[config.mk]
export PLATFORM = sky130hd
export DESIGN_NAME = mouse_inverted_v_gesture_detector_core_flat
export DESIGN_NICKNAME = d
export VERILOG_FILES = /design/src/mivg_pkg.sv /design/src/mivg_pkt_if.sv /design/src/mivg_res_if.sv /design/src/mivg_step.sv /design/src/mouse_inverted_v_gesture_detector_core.sv /design/src/flat_wrapper.sv
export SDC_FILE = /design/constraint.sdc
export NUM_CORES = 1
export LEC_CHECK = 0
export BUFFER_PORTS_ARGS = -buffer_cell sky130_fd_sc_hd__buf_2
export CAP_MARGIN = 20
export CORE_MARGIN = 10
export CORE_UTILIZATION = 55
export DETAILED_ROUTE_END_ITERATION = 10
export HOLD_SLACK_MARGIN = 0.06
export PLACE_DENSITY_LB_ADDON = 0.3
export SYNTH_ARGS = -nofsm -noshare
export SYNTH_HDL_FRONTEND = slang
export SYNTH_HIERARCHICAL = 1
export SYNTH_SLANG_ARGS = --single-unit
[constraint.sdc]
create_clock -name clk -period 7.6 [get_ports clk]
set_clock_uncertainty 0.15 [all_clocks]
set_input_delay 1.9 -clock clk [delete_from_list [all_inputs] [get_ports clk]]
set_output_delay 1.9 -clock clk [all_outputs]
set_load 0.1 [all_outputs]
[src/mivg_pkg.sv]
// ----------------------------------------------------------------------------
// mivg_pkg: shared types and constants for the inverted-v gesture detector
// phase codes, config register indexes, stroke sum width, state, packet and config structs
// ----------------------------------------------------------------------------
package mivg_pkg;

	localparam int SUM_WIDTH  = 20;
	localparam int MOVE_WIDTH = 9;
	localparam int CFG_WIDTH  = 8;
	localparam int PHASE_WIDTH = 3;

	// configuration register indexes
	localparam logic REG_MIN_X_LENGTH   = 1'b0;
	localparam logic REG_MOVE_TOLERANCE = 1'b1;

	typedef enum logic [PHASE_WIDTH-1:0] {
		PH_INITIAL  = 3'd0,
		PH_UP       = 3'd1,
		PH_TOP      = 3'd2,
		PH_DOWN     = 3'd3,
		PH_COMPLETE = 3'd4
	} phase_t;

	typedef struct packed {
		phase_t                       phase;
		logic signed [SUM_WIDTH-1:0]  sum_x;
		logic signed [SUM_WIDTH-1:0]  sum_y;
		logic                         right_held;
		logic                         left_held;
	} state_t;

	typedef struct packed {
		logic                          left_button;
		logic                          right_button;
		logic                          middle_button;
		logic                          x_overflow;
		logic                          y_overflow;
		logic signed [MOVE_WIDTH-1:0]  move_x;
		logic signed [MOVE_WIDTH-1:0]  move_y;
	} packet_t;

	typedef struct packed {
		logic [CFG_WIDTH-1:0] min_x_length;
		logic [CFG_WIDTH-1:0] move_tolerance;
	} cfg_t;

endpackage

[src/mivg_pkt_if.sv]
// ----------------------------------------------------------------------------
// mivg_pkt_if: decoded mouse packet channel
// valid/ready handshake with button, overflow and movement fields
// ----------------------------------------------------------------------------
interface mivg_pkt_if;
	logic              valid;
	logic              ready;
	logic              left_button;
	logic              right_button;
	logic              middle_button;
	logic              x_overflow;
	logic              y_overflow;
	logic signed [8:0] move_x;
	logic signed [8:0] move_y;

	modport source (
		output valid, left_button, right_button, middle_button,
		output x_overflow, y_overflow, move_x, move_y,
		input  ready
	);
	modport sink (
		input  valid, left_button, right_button, middle_button,
		input  x_overflow, y_overflow, move_x, move_y,
		output ready
	);
endinterface

[src/mivg_res_if.sv]
// ----------------------------------------------------------------------------
// mivg_res_if: gesture result channel
// valid/ready handshake with phase and done fields
// ----------------------------------------------------------------------------
interface mivg_res_if;
	logic       valid;
	logic       ready;
	logic [2:0] gesture_phase;
	logic       gesture_done;

	modport source (
		output valid, gesture_phase, gesture_done,
		input  ready
	);
	modport sink (
		input  valid, gesture_phase, gesture_done,
		output ready
	);
endinterface

[src/mivg_step.sv]
// ----------------------------------------------------------------------------
// mivg_step: next-state logic for one packet
// classifies the packet into an event and advances the phase machine
// ----------------------------------------------------------------------------
module mivg_step (
	input  mivg_pkg::state_t  cur,
	input  mivg_pkg::packet_t pkt,
	input  mivg_pkg::cfg_t    cfg,
	output mivg_pkg::state_t  nxt
);

	localparam int SW = mivg_pkg::SUM_WIDTH;
	localparam int MW = mivg_pkg::MOVE_WIDTH;

	logic signed [SW:0]   add_x;
	logic signed [SW:0]   add_y;
	logic signed [SW:0]   diag;
	logic signed [SW-1:0] sat_x;
	logic signed [SW-1:0] sat_y;
	logic signed [SW-1:0] minx_ext;
	logic signed [MW:0]   dx10;
	logic signed [MW:0]   dy10;
	logic signed [MW:0]   tol10;
	logic signed [MW:0]   dx_lo;
	logic signed [MW:0]   dx_hi;
	logic signed [MW:0]   dy_lo;
	logic signed [MW:0]   dy_hi;
	logic                 x_below;
	logic                 x_above;
	logic                 y_below;
	logic                 y_above;
	logic                 rise_ok;
	logic                 fall_ok;

	// saturating stroke sums
	assign add_x = {cur.sum_x[SW-1], cur.sum_x} + {{(SW+1-MW){pkt.move_x[MW-1]}}, pkt.move_x};
	assign add_y = {cur.sum_y[SW-1], cur.sum_y} + {{(SW+1-MW){pkt.move_y[MW-1]}}, pkt.move_y};
	assign sat_x = (add_x[SW] != add_x[SW-1]) ? {add_x[SW], {(SW-1){~add_x[SW]}}}
	                                          : add_x[SW-1:0];
	assign sat_y = (add_y[SW] != add_y[SW-1]) ? {add_y[SW], {(SW-1){~add_y[SW]}}}
	                                          : add_y[SW-1:0];

	// tolerance window, done as sign checks on 10-bit sums
	assign dx10    = {pkt.move_x[MW-1], pkt.move_x};
	assign dy10    = {pkt.move_y[MW-1], pkt.move_y};
	assign tol10   = {2'b00, cfg.move_tolerance};
	assign dx_lo   = dx10 + tol10;
	assign dx_hi   = tol10 - dx10;
	assign dy_lo   = dy10 + tol10;
	assign dy_hi   = tol10 - dy10;
	assign x_below = dx_lo[MW];
	assign x_above = dx_hi[MW];
	assign y_below = dy_lo[MW];
	assign y_above = dy_hi[MW];

	// slope tests without division
	assign minx_ext = {{(SW-mivg_pkg::CFG_WIDTH){1'b0}}, cfg.min_x_length};
	assign diag     = {cur.sum_y[SW-1], cur.sum_y} + {cur.sum_x[SW-1], cur.sum_x};
	assign rise_ok  = (cur.sum_x >= minx_ext) && (cur.sum_y > cur.sum_x);
	assign fall_ok  = (cur.sum_x >= minx_ext) && diag[SW];

	always_comb begin
		nxt = cur;
		if (pkt.middle_button) begin
			nxt.phase = mivg_pkg::PH_INITIAL;
			nxt.sum_x = '0;
			nxt.sum_y = '0;
		end else if (pkt.right_button && !cur.right_held) begin
			nxt.sum_x      = '0;
			nxt.sum_y      = '0;
			nxt.right_held = 1'b1;
			nxt.phase      = (cur.phase == mivg_pkg::PH_TOP) ? mivg_pkg::PH_DOWN
			                                                 : mivg_pkg::PH_INITIAL;
		end else if (!pkt.right_button && cur.right_held) begin
			nxt.right_held = 1'b0;
			if (cur.phase == mivg_pkg::PH_DOWN && fall_ok) begin
				nxt.phase = mivg_pkg::PH_COMPLETE;
			end else begin
				nxt.phase = mivg_pkg::PH_INITIAL;
				nxt.sum_x = '0;
				nxt.sum_y = '0;
			end
		end else if (pkt.left_button && !cur.left_held) begin
			nxt.sum_x     = '0;
			nxt.sum_y     = '0;
			nxt.left_held = 1'b1;
			nxt.phase     = (cur.phase == mivg_pkg::PH_INITIAL ||
			                 cur.phase == mivg_pkg::PH_TOP) ? mivg_pkg::PH_UP
			                                                : mivg_pkg::PH_INITIAL;
		end else if (!pkt.left_button && cur.left_held) begin
			nxt.left_held = 1'b0;
			if (cur.phase == mivg_pkg::PH_UP && rise_ok) begin
				nxt.phase = mivg_pkg::PH_TOP;
			end else begin
				nxt.phase = mivg_pkg::PH_INITIAL;
				nxt.sum_x = '0;
				nxt.sum_y = '0;
			end
		end else if (!pkt.x_overflow && !pkt.y_overflow) begin
			unique case (cur.phase)
				mivg_pkg::PH_TOP: begin
					if (x_below || x_above || y_below || y_above) begin
						nxt.phase = mivg_pkg::PH_INITIAL;
						nxt.sum_x = '0;
						nxt.sum_y = '0;
					end
				end
				mivg_pkg::PH_UP: begin
					if (x_below || y_below) begin
						nxt.phase = mivg_pkg::PH_INITIAL;
						nxt.sum_x = '0;
						nxt.sum_y = '0;
					end else begin
						nxt.sum_x = sat_x;
						nxt.sum_y = sat_y;
					end
				end
				mivg_pkg::PH_DOWN: begin
					if (x_below || y_above) begin
						nxt.phase = mivg_pkg::PH_INITIAL;
						nxt.sum_x = '0;
						nxt.sum_y = '0;
					end else begin
						nxt.sum_x = sat_x;
						nxt.sum_y = sat_y;
					end
				end
				default: begin
					// initial and complete ignore movement
				end
			endcase
		end else begin
			nxt.phase = mivg_pkg::PH_INITIAL;
			nxt.sum_x = '0;
			nxt.sum_y = '0;
		end
	end

endmodule

[src/mouse_inverted_v_gesture_detector_core.sv]
// ----------------------------------------------------------------------------
// mouse_inverted_v_gesture_detector_core: inverted-v mouse gesture detector
// one result item per packet item, giving the phase after that packet
// ----------------------------------------------------------------------------
// path: a packet is held in the input register, then moves into the result
//   register when the result side is free
// throughput: one item per cycle unless the result side stalls; the gesture
//   state updates as an item moves from input register to result register
// reset: arst_n clears phase, stroke sums, held-button flags, both config
//   registers and all valid flags; no clearing pass, ready right after reset
module mouse_inverted_v_gesture_detector_core (
	input  logic                              clk,
	input  logic                              arst_n,
	input  logic                              cfg_we,
	input  logic                              cfg_index,
	input  logic [mivg_pkg::CFG_WIDTH-1:0]    cfg_data,
	mivg_pkt_if.sink                          pkt,
	mivg_res_if.source                        res
);

	// configuration registers
	mivg_pkg::cfg_t    cfg_q;

	// input register stage
	logic              valid_s1;
	mivg_pkg::packet_t pkt_s1;

	// gesture state
	mivg_pkg::state_t  state_q;
	mivg_pkg::state_t  state_nxt;

	// result register
	logic                                res_valid_q;
	logic [mivg_pkg::PHASE_WIDTH-1:0]    res_phase_q;
	logic                                res_done_q;

	logic              pkt_take;
	logic              advance;

	// s1 moves on whenever the result register is empty or being drained
	assign advance  = valid_s1 && (!res_valid_q || res.ready);
	assign pkt.ready = !valid_s1 || advance;
	assign pkt_take = pkt.valid && pkt.ready;

	always_ff @(posedge clk or negedge arst_n) begin
		if (!arst_n) begin
			cfg_q <= '0;
		end else if (cfg_we) begin
			unique case (cfg_index)
				mivg_pkg::REG_MIN_X_LENGTH:   cfg_q.min_x_length   <= cfg_data;
				mivg_pkg::REG_MOVE_TOLERANCE: cfg_q.move_tolerance <= cfg_data;
			endcase
		end
	end

	// input register
	always_ff @(posedge clk or negedge arst_n) begin
		if (!arst_n) begin
			valid_s1 <= 1'b0;
		end else if (pkt.ready) begin
			valid_s1 <= pkt.valid;
		end
	end

	always_ff @(posedge clk) begin
		if (pkt_take) begin
			pkt_s1.left_button   <= pkt.left_button;
			pkt_s1.right_button  <= pkt.right_button;
			pkt_s1.middle_button <= pkt.middle_button;
			pkt_s1.x_overflow    <= pkt.x_overflow;
			pkt_s1.y_overflow    <= pkt.y_overflow;
			pkt_s1.move_x        <= pkt.move_x;
			pkt_s1.move_y        <= pkt.move_y;
		end
	end

	// event decode and phase machine
	mivg_step u_step (
		.cur (state_q),
		.pkt (pkt_s1),
		.cfg (cfg_q),
		.nxt (state_nxt)
	);

	always_ff @(posedge clk or negedge arst_n) begin
		if (!arst_n) begin
			state_q.phase      <= mivg_pkg::PH_INITIAL;
			state_q.sum_x      <= '0;
			state_q.sum_y      <= '0;
			state_q.right_held <= 1'b0;
			state_q.left_held  <= 1'b0;
		end else if (advance) begin
			state_q <= state_nxt;
		end
	end

	// result register, decoupled from the input side
	always_ff @(posedge clk or negedge arst_n) begin
		if (!arst_n) begin
			res_valid_q <= 1'b0;
		end else if (advance) begin
			res_valid_q <= 1'b1;
		end else if (res.ready) begin
			res_valid_q <= 1'b0;
		end
	end

	always_ff @(posedge clk) begin
		if (advance) begin
			res_phase_q <= state_nxt.phase;
			res_done_q  <= (state_nxt.phase == mivg_pkg::PH_COMPLETE);
		end
	end

	assign res.valid         = res_valid_q;
	assign res.gesture_phase = res_phase_q;
	assign res.gesture_done  = res_done_q;

endmodule

[src/flat_wrapper.sv]
// flat-port wrapper written by rule: the top's interface ports become plain ports
module mouse_inverted_v_gesture_detector_core_flat 
  (clk, arst_n, cfg_we, cfg_index, cfg_data, pkt_valid, pkt_left_button, pkt_right_button, pkt_middle_button, pkt_x_overflow, pkt_y_overflow, pkt_move_x, pkt_move_y, pkt_ready, res_valid, res_gesture_phase, res_gesture_done, res_ready);
  mivg_pkt_if pkt_i ();
  mivg_res_if res_i ();
  input  logic clk;
  input  logic arst_n;
  input  logic cfg_we;
  input  logic cfg_index;
  input  logic [mivg_pkg::CFG_WIDTH-1:0] cfg_data;
  input wire logic [$bits(pkt_i.valid)-1:0] pkt_valid;
  input wire logic [$bits(pkt_i.left_button)-1:0] pkt_left_button;
  input wire logic [$bits(pkt_i.right_button)-1:0] pkt_right_button;
  input wire logic [$bits(pkt_i.middle_button)-1:0] pkt_middle_button;
  input wire logic [$bits(pkt_i.x_overflow)-1:0] pkt_x_overflow;
  input wire logic [$bits(pkt_i.y_overflow)-1:0] pkt_y_overflow;
  input wire logic [$bits(pkt_i.move_x)-1:0] pkt_move_x;
  input wire logic [$bits(pkt_i.move_y)-1:0] pkt_move_y;
  output wire logic [$bits(pkt_i.ready)-1:0] pkt_ready;
  output wire logic [$bits(res_i.valid)-1:0] res_valid;
  output wire logic [$bits(res_i.gesture_phase)-1:0] res_gesture_phase;
  output wire logic [$bits(res_i.gesture_done)-1:0] res_gesture_done;
  input wire logic [$bits(res_i.ready)-1:0] res_ready;
  assign pkt_i.valid = pkt_valid;
  assign pkt_i.left_button = pkt_left_button;
  assign pkt_i.right_button = pkt_right_button;
  assign pkt_i.middle_button = pkt_middle_button;
  assign pkt_i.x_overflow = pkt_x_overflow;
  assign pkt_i.y_overflow = pkt_y_overflow;
  assign pkt_i.move_x = pkt_move_x;
  assign pkt_i.move_y = pkt_move_y;
  assign pkt_ready = pkt_i.ready;
  assign res_valid = res_i.valid;
  assign res_gesture_phase = res_i.gesture_phase;
  assign res_gesture_done = res_i.gesture_done;
  assign res_i.ready = res_ready;
  mouse_inverted_v_gesture_detector_core u_core (.clk(clk), .arst_n(arst_n), .cfg_we(cfg_we), .cfg_index(cfg_index), .cfg_data(cfg_data), .pkt(pkt_i), .res(res_i));
endmodule
## Word-level counts from Yosys, hierarchy flattened

Index checks and enable logic that the tools add are counted.

| cells by class | value |
|---|---|
| equal/unequal tests | 10 |
| $add $sub $neg | 7 |
| bitwise logic cells | 6 |
| multiplexer cells | 25 |
| reduce and logical (&&, ||, !) cells | 36 |
| magnitude comparators | 2 |

Operator list:

| cell | count |
|---|---|
| 43-bit 2-to-1 mux | 6 |
| 40-bit 2-to-1 mux | 4 |
| 43-bit case mux with 3 select lines | 1 |
| 44-bit 2-to-1 mux | 1 |
| 20-bit by 9-bit adder with 21-bit output | 2 |
| 20-bit 2-to-1 mux | 2 |
| 20-bit by 20-bit adder with 21-bit output | 1 |
| 9-bit by 9-bit adder with 10-bit output | 2 |
| 20-bit by 9-bit greater-or-equal comparator with 1-bit output | 1 |
| 20-bit greater-than comparator | 1 |
| 9-bit by 9-bit subtractor with 10-bit output | 2 |
| 1-bit logical AND | 11 |
| 5-bit AND reduction | 2 |
| 3-bit 2-to-1 mux | 3 |
| 9-bit by 8-bit != test with 1-bit output (second input constant) | 1 |
| 1-bit zero test | 8 |
| 1-bit logical OR | 8 |
| 8-bit by 6-bit != test with 1-bit output (second input constant) | 1 |
| 3-bit by 2-bit == test with 1-bit output (second input constant) | 2 |
| 1-bit 2-to-1 mux | 6 |
| 6-bit by 5-bit != test with 1-bit output (second input constant) | 1 |
| 1-bit inverter | 6 |
| 2-bit nonzero test | 3 |
| 2-bit 2-to-1 mux | 2 |
| 7 further kinds | 9 |

| storage, ports and cells | value |
|---|---|
| flip-flop bits (word level) | 90 |
| logic and storage cells | 104 |
| output and inout port bits | 6 |
| input port bits | 37 |

## Logic depth before layout (Yosys ltp)

| logic depth | value |
|---|---|
| depth in word-level cells | 13 |
| mapped depth | 19 |
| gate-level depth less buffers | 18 |

## Hierarchy

The synthesis kept the hierarchy.

By module, submodules not included:

| module | cells an instance | seq. area each (µm²) | area an instance (µm²) | instances |
|---|---|---|---|---|
| mivg_step | 710 | 0.0 | 5107.4 | 1 |
| mouse_inverted_v_gesture_detector_core | 166 | 2387.3 | 3343.2 | 1 |

## Least setup slack after synthesis

No wires, ideal clock.

| timing path | value |
|---|---|
| path type | input -> output |
| start | in res_ready |
| end | out pkt_ready |
| required time | 5.550 ns |
| stages | 1 |
| buffers on the path | 0 |
| arrival | 2.722 ns |
| path slack | 2.828 ns |
| cells stage by stage | nand3b_1 |

| between the ends | value |
|---|---|
| word-level cells in the longest chain between the ends | 3 |

RTL lines:

| item | line | RTL |
|---|---|---|
| start: declaration | flat_wrapper.sv:23 | `input wire logic [$bits(res_i.ready)-1:0] res_ready;` |
| 1-bit logical OR | mouse_inverted_v_gesture_detector_core.sv:41 | `assign advance = valid_s1 && (!res_valid_q \|\| res.ready);` |
| 1-bit logical AND | mouse_inverted_v_gesture_detector_core.sv:41 |  |
| 1-bit logical OR | mouse_inverted_v_gesture_detector_core.sv:42 | `assign pkt.ready = !valid_s1 \|\| advance;` |
| end: declaration | flat_wrapper.sv:19 | `output wire logic [$bits(pkt_i.ready)-1:0] pkt_ready;` |

Every way passes these cells.

==> results.yml <==
detailed_routing:
  first_iter_violations: 567
  dr.pass1.iters: 5
  via_per_inst: 6.13
  detail-route-antenna-nets: 0
  routedWlPerCell_microns: 18.4
  wl_mm: 20.4
  drc_errors: 0
  vias: 6781
floorplanning:
  die_y_microns: 144
  die_area_sq_um: 20700
  core-area_sq_um: 15100
  die_width_microns: 144
  num_rows: 45
  pin_count: 43
  start_util: 0.558
logic_synthesis:
  avgSynthCellArea_sq_um: 9.65
  syn_inst: 876
  ys_warn_count: 6
  synth_cell_types: 85
  yosys_register_bits: 90
  synthFlopType: "dfrtp_1"
  synth_edf_count: 27
  ys_seq_area_frac: 0.282
  synthArstFlopShare: 0.700
  netlist_area_sq_um: 8450
  synthesis.nets: 1035
worst_setup_path:
  crit_type: "reg2reg"
  r2r_end: "u_core/state_q[20]"
  crit_family: "compound AO/OA/AOI/OAI gates"
  rr_startpoint: "u_core/pkt_s1[8]"
  critPathLaunch: "u_core/pkt_s1[8]"
  cp_num_cells: 16
  crit_top_cell: "a21o_1"
  required_ns: 7.69
  slowest_stage: "edfxtp_1"
  worst_setup_path_end_kind: "flip-flop"
  worstSetupStartpointType: "flip-flop"
  crit_end: "u_core/state_q[20]"
  critical_path.max_fanout: 17
  critPathMaxStageDelay_ns: 0.64
  path_cells: "ha_1 -> a21o_1 -> a21oi_1 -> nor2b_1 -> o311a_1 -> o21ai_1 -> a21oi_1 -> a21o_1 -> a21o_1 -> xor2_1 -> ha_1 -> or4_1 -> mux2i_1 -> o21ai_1 -> a32o_1 -> mux2_4"
  critPathBufInv: 0
  reg2reg_slack_ns: 2.62
  cp.arrival_ns: 5.07
  worstRegToRegCells: 16
power:
  pwr-share-seq: 0.410
  clockPowerShare: 0.316
  powerDensity_nw_per_um2: 154
  p_comb_frac: 0.274
  peakVddDrop_uv: 186
  internal-power_mw: 0.922
  p_sw_frac: 0.342
  switching_power_mw: 0.479
  leakagePower_nw: 4.53
cts:
  htree_levels: 3
  cts_sinks: 90
  root_buffer: "clkbuf_16"
  path_clk_slew_ns: 0.07
  clockBufferDepth: 2
  cts_buffers: 9
  cts_setup_buffers: 0
  post_cts_resized: 0
  cts_tree: "built"
  clk-insertion-delay-late_ns: 0.35
  holdBufCountCts: 0
grt:
  grt_overflow: 0
  antenna_found_initial: 0
  grt_max_degree: 64
  track_usage: 0.201
  grt_pass1_wl_mm: 33.5
  first_global_vias: 6674
timing:
  finalHoldViolCount: 0
  tightest_slew_ns: 1.01
  tns_ns: 0
  min_period_ns: 4.98
  whs_ns: 0.357
  setup_slack_ns: 2.62
  report.final.slew_viol_count: 0
  fmax_ghz: 0.201
  finalCritPeriodShare: 0.656
  setup_violations: 0
  rsz0062_at_grt: "no"
  slew_headroom: 0.323
hold_path:
  hold_class: "reg2reg"
layout:
  antenna_cells: 0
  design_area_sq_um: 9090
  layout.nets: 1072
  drive_above_1_share: 0.160
  mostFrequentLayoutCell: "ha_1"
  synthToLayoutAreaGrowth_pct: 7.58
  final_cell_mix: "120 x ha_1, 66 x inv_1, 63 x dfrtp_1"
outcome:
  outcome: "finished clean"
placed_design:
  hpwl_mm: 15.5
  post-place-ws_ns: 2.71
  place_area_sq_um: 8790
  io_buffers: 42
  gp_congestion: 0.912
flow_run:
  drv_cap: 0
## registers in the layout, summed over array words and instances, names as in the netlist
register / flops
u_core/cfg_q: 16
u_core/res.valid: 1
u_core/state_q: 45
u_core/res.gesture_phase: 3
u_core/pkt_s1: 23
u_core/valid_s1: 1
u_core/res.gesture_done: 1
## routing by layer
| layer | up-vias | track usage | part of all wire |
|---|---|---|---|
| met5 | - | 0 | 0 |
| met4 | 0 | 0.0596 | 0.022 |
| met3 | 29 | 0.0350 | 0.046 |
| met2 | 164 | 0.338 | 0.48 |
| met1 | 3257 | 0.256 | 0.45 |
| li1 | 3331 | - | - |
## metrics by stage
stage	std cells	total power, mW	util
6_report	1106	1.40	0.600
5_1_grt	1106	1.48	0.600
4_1_cts	1105	1.40	0.599
3_5_place_dp	1089	0.960	0.580
3_3_place_gp	1089	0.952	0.580
2_1_floorplan	876	0.863	-
## layout make-up
type / count / area [sq um]
clock inverters: 5 / 37.5
fillers: 1315 / 6050
inverters: 66 / 248
flip-flops and latches: 90 / 2390
clock buffers: 11 / 253
multi-input cells: 701 / 5690
well taps: 188 / 235
repair buffers: 45 / 240
## power by group through the flow
stage	combinational [mW]	sequential, mW	clock [mW]
2_1_floorplan	0.283	0.580	0
3_3_place_gp	0.368	0.584	0
3_5_place_dp	0.375	0.585	0
4_1_cts	0.377	0.575	0.451
5_1_grt	0.425	0.580	0.473
6_report	0.383	0.575	0.443
## worst min-delay path by stage
stage | startpoint | end | slack (ns) | depth (start not counted)
2_1_floorplan | u_core/cfg_q[10] | u_core/cfg_q[10] | 0.33 | 1
3_3_place_gp | u_core/cfg_q[10] | u_core/cfg_q[10] | 0.34 | 1
3_5_place_dp | u_core/cfg_q[11] | u_core/cfg_q[11] | 0.35 | 1
4_1_cts | u_core/cfg_q[13] | u_core/cfg_q[13] | 0.36 | 1
5_1_grt | u_core/cfg_q[11] | u_core/cfg_q[11] | 0.38 | 1
6_report | u_core/cfg_q[11] | u_core/cfg_q[11] | 0.36 | 1
## kinds of logic after synthesis
| kind of cell | after synthesis | share of synthesized area |
|---|---|---|
| buffers and inverters | 85 | 0.0441 |
| DFF | 90 | 0.282 |
| adders and majority gates | 122 | 0.182 |
| and+or+nand+nor | 215 | 0.136 |
| xor gates and xnor gates | 32 | 0.0332 |
| muxes | 64 | 0.102 |
| AOI/OAI and AO/OA | 268 | 0.220 |
## Yosys cell counts, drive strengths merged (11+ instances only)
master / instances / area [sq um]
nand2: 43 / 176
xnor2: 19 / 166
inv: 66 / 248
buf: 12 / 98.8
nor3: 18 / 90.1
xor2: 13 / 114
mux2: 63 / 856
ha: 120 / 1500
nand3: 22 / 115
edfxtp: 27 / 811
a21oi: 63 / 319
a21o: 25 / 188
a21bo: 11 / 110
o21ai: 64 / 324
nor2: 53 / 201
dfrtp: 63 / 1580
nor2b: 17 / 106
nand2b: 15 / 101
No activity file was read; power rests on OpenSTA's default activity.
